--- src/design/grpm_pkg.sv ---
// Package for the gapped row position mapper: command codes, widths, sizes.
// No dependencies.
`default_nettype none
package grpm_pkg;
  localparam int MaxColumns = 4096;
  localparam int MaxRuns    = 2048;
  localparam int RunAw      = 12;                 // address bits for MaxRuns+1 entries
  localparam int RunDepth   = MaxRuns + 1;
  localparam int PosW       = 12;
  localparam int CntW       = 13;
  localparam logic [7:0] GapChar = 8'd45;

  localparam logic [2:0] CmdClear   = 3'd0;
  localparam logic [2:0] CmdAppend  = 3'd1;
  localparam logic [2:0] CmdExact   = 3'd2;
  localparam logic [2:0] CmdLeft    = 3'd3;
  localparam logic [2:0] CmdRight   = 3'd4;
  localparam logic [2:0] CmdNearest = 3'd5;
  localparam logic [2:0] CmdIndex   = 3'd6;
  localparam logic [2:0] CmdNone    = 3'd7;

  typedef struct packed {
    logic [2:0]      cmd;
    logic [7:0]      column_char;
    logic [PosW-1:0] position;
  } req_t;

  typedef struct packed {
    logic [PosW-1:0] mapped_position;
    logic            found;
    logic            out_of_range;
    logic [CntW-1:0] row_columns;
    logic [CntW-1:0] sequence_letters;
  } rsp_t;
endpackage
`default_nettype wire

--- src/design/grpm_front.sv ---
// Front end: accepts requests, drops unused commands, queues two entries deep.
// Depends on grpm_pkg.
`default_nettype none
module grpm_front (
  input  wire logic           clk_i,
  input  wire logic           rst_ni,
  input  wire logic           in_valid_i,
  output      logic           in_ready_o,
  input  wire grpm_pkg::req_t in_req_i,
  output      logic           q_valid_o,
  input  wire logic           q_pop_i,
  output      grpm_pkg::req_t q_req_o
);
  import grpm_pkg::*;
  req_t       buf_q [2];
  logic       wp_q, rp_q;
  logic [1:0] cnt_q;
  logic       push;

  assign in_ready_o = (cnt_q != 2'd2);
  assign push = in_valid_i && in_ready_o && (in_req_i.cmd != CmdNone);
  assign q_valid_o = (cnt_q != 2'd0);
  assign q_req_o = buf_q[rp_q];

  always_ff @(posedge clk_i) begin
    if (push) begin
      buf_q[wp_q] <= in_req_i;
    end
  end

  always_ff @(posedge clk_i or negedge rst_ni) begin
    if (!rst_ni) begin
      wp_q <= 1'b0;
      rp_q <= 1'b0;
      cnt_q <= 2'd0;
    end else begin
      if (push) wp_q <= ~wp_q;
      if (q_pop_i) rp_q <= ~rp_q;
      cnt_q <= cnt_q + {1'b0, push} - {1'b0, q_pop_i};
    end
  end
endmodule
`default_nettype wire

--- config.mk ---
export PLATFORM = sky130hd
export DESIGN_NAME = grpm_front
export DESIGN_NICKNAME = d
export VERILOG_FILES = /design/src/design/grpm_pkg.sv /design/src/design/grpm_front.sv
export SDC_FILE = /design/constraint.sdc
export NUM_CORES = 1
export LEC_CHECK = 0
export BUFFER_PORTS_ARGS = -buffer_cell sky130_fd_sc_hd__clkbuf_2
export CAP_MARGIN = 5
export CORE_MARGIN = 8
export CORE_UTILIZATION = 50
export DETAILED_ROUTE_END_ITERATION = 12
export PLACE_DENSITY = 0.76
export SYNTH_ARGS = -nofsm -noshare
export SYNTH_HDL_FRONTEND = slang
export SYNTH_SLANG_ARGS = --single-unit
--- constraint.sdc ---
create_clock -name clk_i -period 2.3 [get_ports clk_i]
set_input_delay 0.69 -clock clk_i [delete_from_list [all_inputs] [get_ports clk_i]]
set_output_delay 0.69 -clock clk_i [all_outputs]
set_load 0.01 [all_outputs]
==> results.py, run 1 <==
metrics = {
    "clock_tree": {
        "ctsHoldBuffers": 0,
        "cts_max_path_buffers": 2,
        "cts_tree": "yes",
        "clkSinkCount": 50,
        "cts_setup_buffers": 0,
        "cts_htree_levels": 2,
        "cts-root-buf": "clkbuf_8",
        "numCtsBuffers": 5,
        "clkLatencyLatePin_ns": 0.29,
        "cts.clk_slew.worst_paths_ns": 0.08,
        "cts_resized": 0,
    },
    "drt": {
        "dr.first_iter.drc_count": 33,
        "routed_via_density": 4.88,
        "via_count": 975,
        "drc_errors": 0,
        "dr.pass1.iters": 4,
        "wl_per_cell_um": 15.6,
        "wl_mm": 3.11,
        "antenna_left": 0,
    },
    "logic_synthesis": {
        "synth_edf_count": 46,
        "yosysTopAreaCell": "edfxtp_1",
        "synth_most_common_cell": "edfxtp_1",
        "synth.ff_latch_count": 50,
        "syn_avg_cell_area_um2": 21.8,
        "syn_nets": 119,
        "async_reset_ff_share_pct": 8.00,
        "syn_inst": 90,
        "syn_area_um2": 1960,
        "yosys-top-cells-area": "edfxtp_1 (70%), mux2_4 (15%), dfrtp_1 (5.1%)",
        "synth.distinct_cells": 14,
        "ys_seq_area_share_pct": 75.6,
        "ys_top_cells_by_count": "edfxtp_1 (46), mux2_4 (19), dfrtp_1 (4), mux2_2 (4), xnor2_1 (3)",
        "synth_top_cell_area_share_pct": 70.5,
        "ys.flop_type": "edfxtp_1",
        "yosys_warnings": 0,
    },
    "sta": {
        "hold_viol_final": 0,
        "skew_ns": 0.00520,
        "maxSlewViolCount": 0,
        "rsz0062_at_grt": "no",
        "worst_slew_margin_rel_pct": 85.8,
        "fmax_mhz": 481,
        "finalSetupViolCount": 0,
        "tightest_slew_ns": 0.212,
        "finalCriticalPeriod_ns": 2.08,
        "fin_crit_sh_pct": 90.5,
    },
    "die": {
        "core_area_um2": 3720,
        "die_height_um": 78.6,
        "die_x_um": 78.6,
        "initial_core_util_pct": 52.8,
        "die_area_um2": 6180,
        "rows": 22,
        "io_pins": 52,
    },
    "placed_design": {
        "portBuffers": 51,
        "place_area_um2": 2290,
        "place_congestion": 0.629,
    },
    "setup_path": {
        "cp.arrival_ns": 1.39,
        "critPathRequiredTime_ns": 1.61,
        "cp-start-kind": "register",
        "cp_max_fo": 20,
        "crit_type": "register to output pin",
        "crit_path_end_kind": "output pin",
    },
    "job": {
        "cap_viol_max_count": 0,
    },
    "global_routing": {
        "grt_use_total_pct": 10.4,
        "grt_pass1_vias": 1073,
        "grtUsageMet3_pct": 5.58,
        "top_usage_layer": "met2",
        "antenna_found_initial": 0,
        "grtUsageMet2_pct": 17.4,
        "grt_overflow_total": 0,
        "grt_max_degree": 21,
        "grt_pass1_wl_mm": 4.96,
        "met1_usage_pct": 10.9,
    },
    "finish": {
        "drive_gt1_share_pct": 57.9,
        "final_area_um2": 2370,
        "fin_util_pct": 63.7,
        "nNetsFinal": 180,
        "syn_to_final_growth_pct": 20.7,
        "diodes": 0,
    },
    "power_and_ir_drop": {
        "p_leak_nw": 0.978,
        "power.density_nw_per_um2": 1170,
        "vdd_drop_max_mv": 0.710,
    },
    "worst_hold_path": {
        "hold_class": "primary input to async pin",
    },
    "status": {
        "outcome": "complete, no violations",
    },
}
==> cell type report <==
type	count	area (um^2)
repair buffers	57	313
flip-flops and latches	50	1480
inverters	2	7.51
fillers	305	1350
clock buffers	8	80.1
multi-input cells	35	425
well taps	48	60.1
==> layout by cell type, fill, tap and decap left out, drive strengths merged <==
cell type	n
xnor2	3
mux2	23
or2	1
nand3	2
nand2b	1
nor2	2
xor2	1
inv	2
dfrtp	4
ha	2
edfxtp	46
clkbuf	59
buf	6
==> worst max-delay path: stages, from the launching register on <==
cell	delay (ns)
dfrtp_1	0.40
buf_12	0.20
mux2_2	0.36
clkbuf_2	0.13
==> final timing paths <==
kind	from	to	slack, ns	depth (start not counted)
worst max-delay path	rp_q	q_req_o[22]	0.22	3
worst min-delay path	rst_ni	rp_q	0.20	1
worst max register to register	cnt_q[1]	cnt_q[1]	0.69	7
worst min register to register	cnt_q[0]	cnt_q[0]	0.52	1
max in group asynchronous	rst_ni	cnt_q[0]	1.97	1
min in group clk_i	cnt_q[0]	cnt_q[0]	0.52	1
==> sequential cells by signal, indices dropped and copies added, names as in the netlist <==
name / count
rp_q: 1
buf_q: 46
wp_q: 1
cnt_q: 2
==> logic make-up (layout without fill, tap and decap cells) <==
kind of cell / Yosys count / in the layout / synth area share, %
xor gates and xnor gates: 4 / 4 / 1.79
adders and majority gates: 2 / 2 / 1.28
buffers and inverters: 5 / 67 / 3.00
DFF: 50 / 50 / 75.6
muxes: 23 / 23 / 16.8
and+or+nand+nor: 6 / 6 / 1.53
==> routing by layer <==
metal	routed length, um	share of wire, %	up-vias
met5	0	0	-
met4	38	1.2	0
met3	303	9.7	5
met2	1590	51	43
met1	1180	38	463
li1	-	-	464
==> per-stage QoR <==
step | setup TNS [ns] | hold WS (ns) | instances | worst slack [ns] | total power [mW]
2_1_floorplan | -0.741 | 0.394 | 90 | -0.0161 | 2.05
3_3_place_gp | 0 | 0.495 | 192 | 0.372 | 2.33
3_5_place_dp | 0 | 0.509 | 192 | 0.311 | 2.36
4_1_cts | 0 | 0.191 | 200 | 0.193 | 2.83
5_1_grt | 0 | 0.198 | 200 | 0.155 | 2.92
6_report | 0 | 0.199 | 200 | 0.219 | 2.78
==> power breakdown <==
part           switching, mW  leakage (nW)  internal [mW]
Combinational          0.481         0.466          0.539
Clock                  0.245        0.0395          0.216
Sequential            0.0701         0.472           1.23
Power figures use the tool's default switching activity.
==> run 2: changes to the inputs <==
CELL_PAD_IN_SITES_DETAIL_PLACEMENT = 2   (was default)
CELL_PAD_IN_SITES_GLOBAL_PLACEMENT = 2   (was default)
CORE_UTILIZATION = 37   (was 50)
PLACE_DENSITY = default   (was 0.76)
PLACE_DENSITY_LB_ADDON = 0.1   (was default)
==> results.py, run 2 (synthesized netlist as in run 1, its figures left out) <==
metrics = {
    "finish": {
        "diodes": 0,
        "top_register": "buf_q",
        "top_regs": "buf_q: 46 flops, cnt_q: 2 flops",
        "final_cell_mix": "clkbuf_2 (51), edfxtp_1 (46), mux2_4 (19)",
        "largest_register_ffs": 46,
        "drive_gt1_share_pct": 59.5,
        "final_common_cell": "clkbuf_2",
        "syn_to_final_growth_pct": 23.9,
        "nFillCells": 504,
        "final_cells": 223,
        "nNetsFinal": 181,
    },
    "global_routing": {
        "grt_pass1_wl_mm": 6.00,
        "grt_use_total_pct": 10.5,
        "grt_overflow_total": 0,
        "antenna_found_initial": 0,
        "grt_pass1_vias": 1193,
        "grt_max_degree": 16,
    },
    "clock_tree": {
        "ctsHoldBuffers": 0,
        "cts.clk_slew.worst_paths_ns": 0.08,
        "cts_tree": "yes",
        "cts_max_path_buffers": 2,
        "cts_setup_buffers": 0,
        "cts-root-buf": "clkbuf_8",
        "clkLatencyLatePin_ns": 0.29,
        "cts_htree_levels": 2,
        "numCtsBuffers": 5,
        "clkSinkCount": 50,
    },
    "status": {
        "outcome": "complete, no violations",
    },
    "die": {
        "io_pins": 52,
        "initial_core_util_pct": 38.4,
        "die_height_um": 88.8,
        "rows": 26,
        "die_area_um2": 7880,
        "core_area_um2": 5110,
        "die_x_um": 88.8,
    },
    "sta": {
        "finalCriticalPeriod_ns": 2.13,
        "fin_crit_sh_pct": 92.7,
        "fin_ws_ns": 0.168,
        "worst_slew_margin_rel_pct": 85.3,
        "maxSlewViolCount": 0,
        "hold_viol_final": 0,
        "tightest_slew_ns": 0.221,
        "finalSetupViolCount": 0,
        "skew_ns": 0.00805,
        "rsz0062_at_grt": "no",
        "fmax_mhz": 469,
    },
    "drt": {
        "routed_via_density": 4.46,
        "antenna_left": 0,
        "via_count": 995,
        "dr.pass1.iters": 4,
        "wl_mm": 3.89,
        "dr.first_iter.drc_count": 27,
        "wl_per_cell_um": 17.5,
        "drc_errors": 0,
    },
    "setup_path": {
        "crit_path_end_kind": "output pin",
        "cp.arrival_ns": 1.44,
        "cp-start-kind": "register",
        "cp_max_fo": 6,
        "critPathRequiredTime_ns": 1.61,
        "reg2reg_from": "cnt_q[1]",
        "crit_type": "register to output pin",
        "r2r_cells": 7,
        "setup.worst_path.start": "rp_q",
    },
    "placed_design": {
        "place_congestion": 0.675,
        "portBuffers": 51,
        "dpl.cell_count": 215,
        "place_hpwl_mm": 2.96,
        "place_ws_ns": 0.287,
    },
    "job": {
        "cap_viol_max_count": 0,
    },
    "power_and_ir_drop": {
        "p_leak_nw": 0.995,
        "power.density_nw_per_um2": 1210,
        "vdd_drop_max_mv": 0.521,
    },
    "worst_hold_path": {
        "hold_class": "primary input to async pin",
    },
}
## run 2: changes by cell type in the layout (fill, tap and decap cells not counted)
cell,before,now
clkbuf_1,3,1
buf_4,5,6
bufinv_16,0,1
clkinv_1,0,1
dfrtp_1,4,3
dfrtp_2,0,1
## run 2: worst paths after layout
path,to,slack [ns]
hold / removal,cnt_q[0],0.19
max in group asynchronous,rp_q,1.95
setup / recovery,q_req_o[6],0.17
hold reg to reg,cnt_q[0],0.52
min in group clk_i,cnt_q[0],0.52
setup reg to reg,cnt_q[1],0.67
## run 2: routing by layer
layer / wire length, um / vias up / part of all wire [%] / global-route usage (%)
li1: - / 464 / - / -
met1: 1460 / 492 / 37 / 10.3
met2: 2080 / 35 / 53 / 19.3
met3: 318 / 4 / 8.2 / 4.74
met4: 32 / 0 / 0.82 / 3.23
met5: 0 / - / 0 / 0
## run 2: area by class of cell
type | instances | area, um^2 | area share (%)
well taps | 70 | 87.6 | 3.60
clock buffers | 6 | 72.6 | 2.99
repair buffers | 58 | 320 | 13.2
flip-flops and latches | 50 | 1480 | 61.0
inverters | 2 | 7.51 | 0.309
multi-input cells | 35 | 425 | 17.5
clock inverters | 2 | 33.8 | 1.39
## run 2: stage by stage
step	instance area [um^2]	power (mW)	TNS, ns	hold WS (ns)	util, %
after global routing	2430	3.12	0	0.183	47.6
after floorplan	1960	2.05	-0.741	0.394	-
after detailed placement	2320	2.41	0	0.506	45.5
after global placement	2320	2.37	0	0.502	45.5
final	2430	2.94	0	0.194	47.6
after CTS	2430	3.01	0	0.187	47.6
## run 2: critical path, cell delays in order, from the launching register on
cell,delay [ns]
dfrtp_2,0.49
buf_4,0.22
mux2_4,0.31
clkbuf_2,0.13
## run 2: repair_timing
action / 4_1_cts / 5_1_grt
hold endpoints to repair: 0 / 0
setup endpoints to repair: 0 / 14
gates resized for setup: 0 / 1
## run 2: power by group
| group | total (mW) | switching, mW | internal (mW) |
|---|---|---|---|
| clock | 0.586 | 0.264 | 0.321 |
| combinational | 1.04 | 0.487 | 0.550 |
| sequential | 1.32 | 0.0903 | 1.23 |
| total | 2.94 | 0.842 | 2.10 |
==> run 3: changes to the inputs <==
ABC_AREA = 1   (was default)
BUFFER_PORTS_ARGS = default   (was -buffer_cell sky130_fd_sc_hd__clkbuf_2)
CORE_UTILIZATION = 44   (was 37)
DONT_BUFFER_PORTS = 1   (was default)
GPL_TIMING_DRIVEN = 0   (was default)
==> results.py, run 3 <==
metrics = {
    "global_routing": {
        "grt_pass1_wl_mm": 5.76,
        "grt_overflow_total": 0,
        "grt_use_total_pct": 10.9,
        "grt_max_degree": 24,
        "grt_pass1_vias": 978,
        "antenna_found_initial": 0,
    },
    "clock_tree": {
        "cts.clk_slew.worst_paths_ns": 0.09,
        "cts_resized": 0,
        "cts_htree_levels": 2,
        "cts-root-buf": "clkbuf_8",
        "clkLatencyLatePin_ns": 0.30,
        "numCtsBuffers": 5,
        "cts_setup_buffers": 0,
        "cts_max_path_buffers": 2,
        "clkSinkCount": 50,
        "cts_tree": "yes",
        "ctsHoldBuffers": 0,
    },
    "drt": {
        "dr.pass1.iters": 4,
        "antenna_left": 0,
        "drc_errors": 0,
        "dr.first_iter.drc_count": 37,
        "via_count": 845,
        "routed_via_density": 5.35,
        "wl_mm": 3.78,
        "wl_per_cell_um": 23.9,
    },
    "sta": {
        "rsz0062_at_grt": "no",
        "maxSlewViolCount": 0,
        "finalSetupViolCount": 0,
        "fin_ws_ns": 0.309,
        "hold_viol_final": 0,
        "fmax_mhz": 502,
        "skew_ns": 0.00564,
        "fin_crit_sh_pct": 86.6,
        "finalCriticalPeriod_ns": 1.99,
        "worst_slew_margin_rel_pct": 37.1,
        "tightest_slew_ns": 0.943,
    },
    "setup_path": {
        "crit_path_end_kind": "output pin",
        "crit_type": "register to output pin",
        "cpPeakStageDelay_ns": 0.39,
        "path_buf_inv": 2,
        "ff2ff_setup_slack_ns": 0.45,
        "critPathRequiredTime_ns": 1.61,
        "cp_slowest_cell": "dfrtp_1",
        "critPathTopFamily": "flip-flops",
        "cp_max_fo": 10,
        "path_cells": "buf_6 -> buf_12 -> mux2_4",
        "cp-start-kind": "register",
        "cp.arrival_ns": 1.30,
    },
    "logic_synthesis": {
        "yosys_warnings": 0,
        "ys_seq_area_share_pct": 74.7,
        "ys.flop_type": "edfxtp_1",
        "synth_edf_count": 46,
        "syn_inst": 97,
        "async_reset_ff_share_pct": 8.00,
        "ys_top_cells_by_count": "edfxtp_1 (46), mux2_4 (19), nand2_1 (6)",
        "synth.distinct_cells": 15,
        "synth.ff_latch_count": 50,
        "syn_avg_cell_area_um2": 20.4,
        "syn_area_um2": 1980,
        "yosysTopAreaCell": "edfxtp_1",
        "synth_most_common_cell": "edfxtp_1",
        "synth_top_cell_area_share_pct": 69.7,
        "yosys-top-cells-area": "edfxtp_1 (70%), mux2_4 (14%), dfrtp_1 (5.1%)",
        "syn_nets": 126,
    },
    "power_and_ir_drop": {
        "seq_power_share_pct": 46.4,
        "p_leak_nw": 0.807,
        "internal_power_mw": 1.98,
        "combPwrFrac_pct": 32.0,
        "vdd_drop_max_mv": 0.464,
        "power.density_nw_per_um2": 1290,
        "power.net_switching_mw": 0.827,
        "sw_frac_of_total_pct": 29.5,
        "power_frac_clock_pct": 21.7,
    },
    "placed_design": {
        "dpl.cell_count": 150,
        "portBuffers": 0,
        "place_congestion": 0.719,
        "place_ws_ns": 0.259,
        "place_hpwl_mm": 2.82,
    },
    "job": {
        "cap_viol_max_count": 0,
    },
    "finish": {
        "syn_to_final_growth_pct": 9.91,
        "largest_register_ffs": 46,
        "drive_gt1_share_pct": 34.9,
        "nFillCells": 365,
        "final_cell_mix": "edfxtp_1 (46), mux2_4 (19), nand2_1 (6)",
        "top_regs": "buf_q: 46 flops, cnt_q: 2 flops",
        "nNetsFinal": 134,
        "final_cells": 158,
        "top_register": "buf_q",
        "final_common_cell": "edfxtp_1",
        "diodes": 0,
        "fin_util_pct": 50.0,
    },
    "die": {
        "die_area_um2": 6910,
        "die_x_um": 83.1,
        "rows": 24,
        "io_pins": 52,
        "initial_core_util_pct": 45.5,
        "die_height_um": 83.1,
        "core_area_um2": 4350,
    },
    "status": {
        "outcome": "complete, no violations",
    },
    "worst_hold_path": {
        "hold_class": "primary input to async pin",
    },
}
==> run 3: through the flow <==
stage               cell area (um^2)  hold WS [ns]  setup TNS [ns]  power [mW]
floorplan                       1980         0.394               0        2.05
global placement                2050         0.395          -13.97        2.19
detailed placement              2060         0.395               0        2.26
CTS                             2180        0.0618               0        2.87
global route                    2180        0.0507               0        2.96
finish                          2180        0.0721               0        2.81
==> run 3: cells by family after synthesis <==
family        after synthesis  share of synthesized area (%)
mux                        23                           16.7
fa+ha+maj                   2                           1.26
xor+xnor                    3                           1.33
flops                      50                           74.7
simple gates               11                           2.46
buf+inv                     8                           3.54
==> run 3: cell type report <==
type	instances	area (um^2)	share of cell area, %
Inverter	5	18.8	0.862
Sequential cell	50	1480	68.0
Tap cell	52	65.1	2.99
Multi-Input combinational cell	39	433	19.9
Timing Repair Buffer	1	15.0	0.689
Buffer	3	51.3	2.35
Clock buffer	5	68.8	3.16
Clock inverter	3	45.0	2.07
==> run 3: worst paths after layout <==
check,end,startpoint,cells past startpoint
max reg2reg,buf_q[0][5],cnt_q[1],3
max,q_req_o[20],rp_q,3
min,cnt_q[1],rst_ni,0
min reg2reg,wp_q,wp_q,2
max in group asynchronous,rp_q,rst_ni,0
min in group clk_i,rp_q,q_pop_i,1
==> run 3: layer usage <==
metal / vias up / part of all wire [%] / track usage, %
met3: 2 / 8.4 / 5.47
li1: 377 / - / -
met5: - / 0 / 0
met2: 33 / 54 / 19.0
met1: 433 / 37 / 11.2
met4: 0 / 0.53 / 2.88
==> run 3: power groups by stage <==
stage | Clock, mW | Sequential [mW] | Combinational, mW
final | 0.608 | 1.30 | 0.898
after global routing | 0.666 | 1.32 | 0.975
after CTS | 0.631 | 1.31 | 0.934
after detailed placement | 0 | 1.32 | 0.933
after global placement | 0 | 1.30 | 0.886
after floorplan | 0 | 1.29 | 0.758
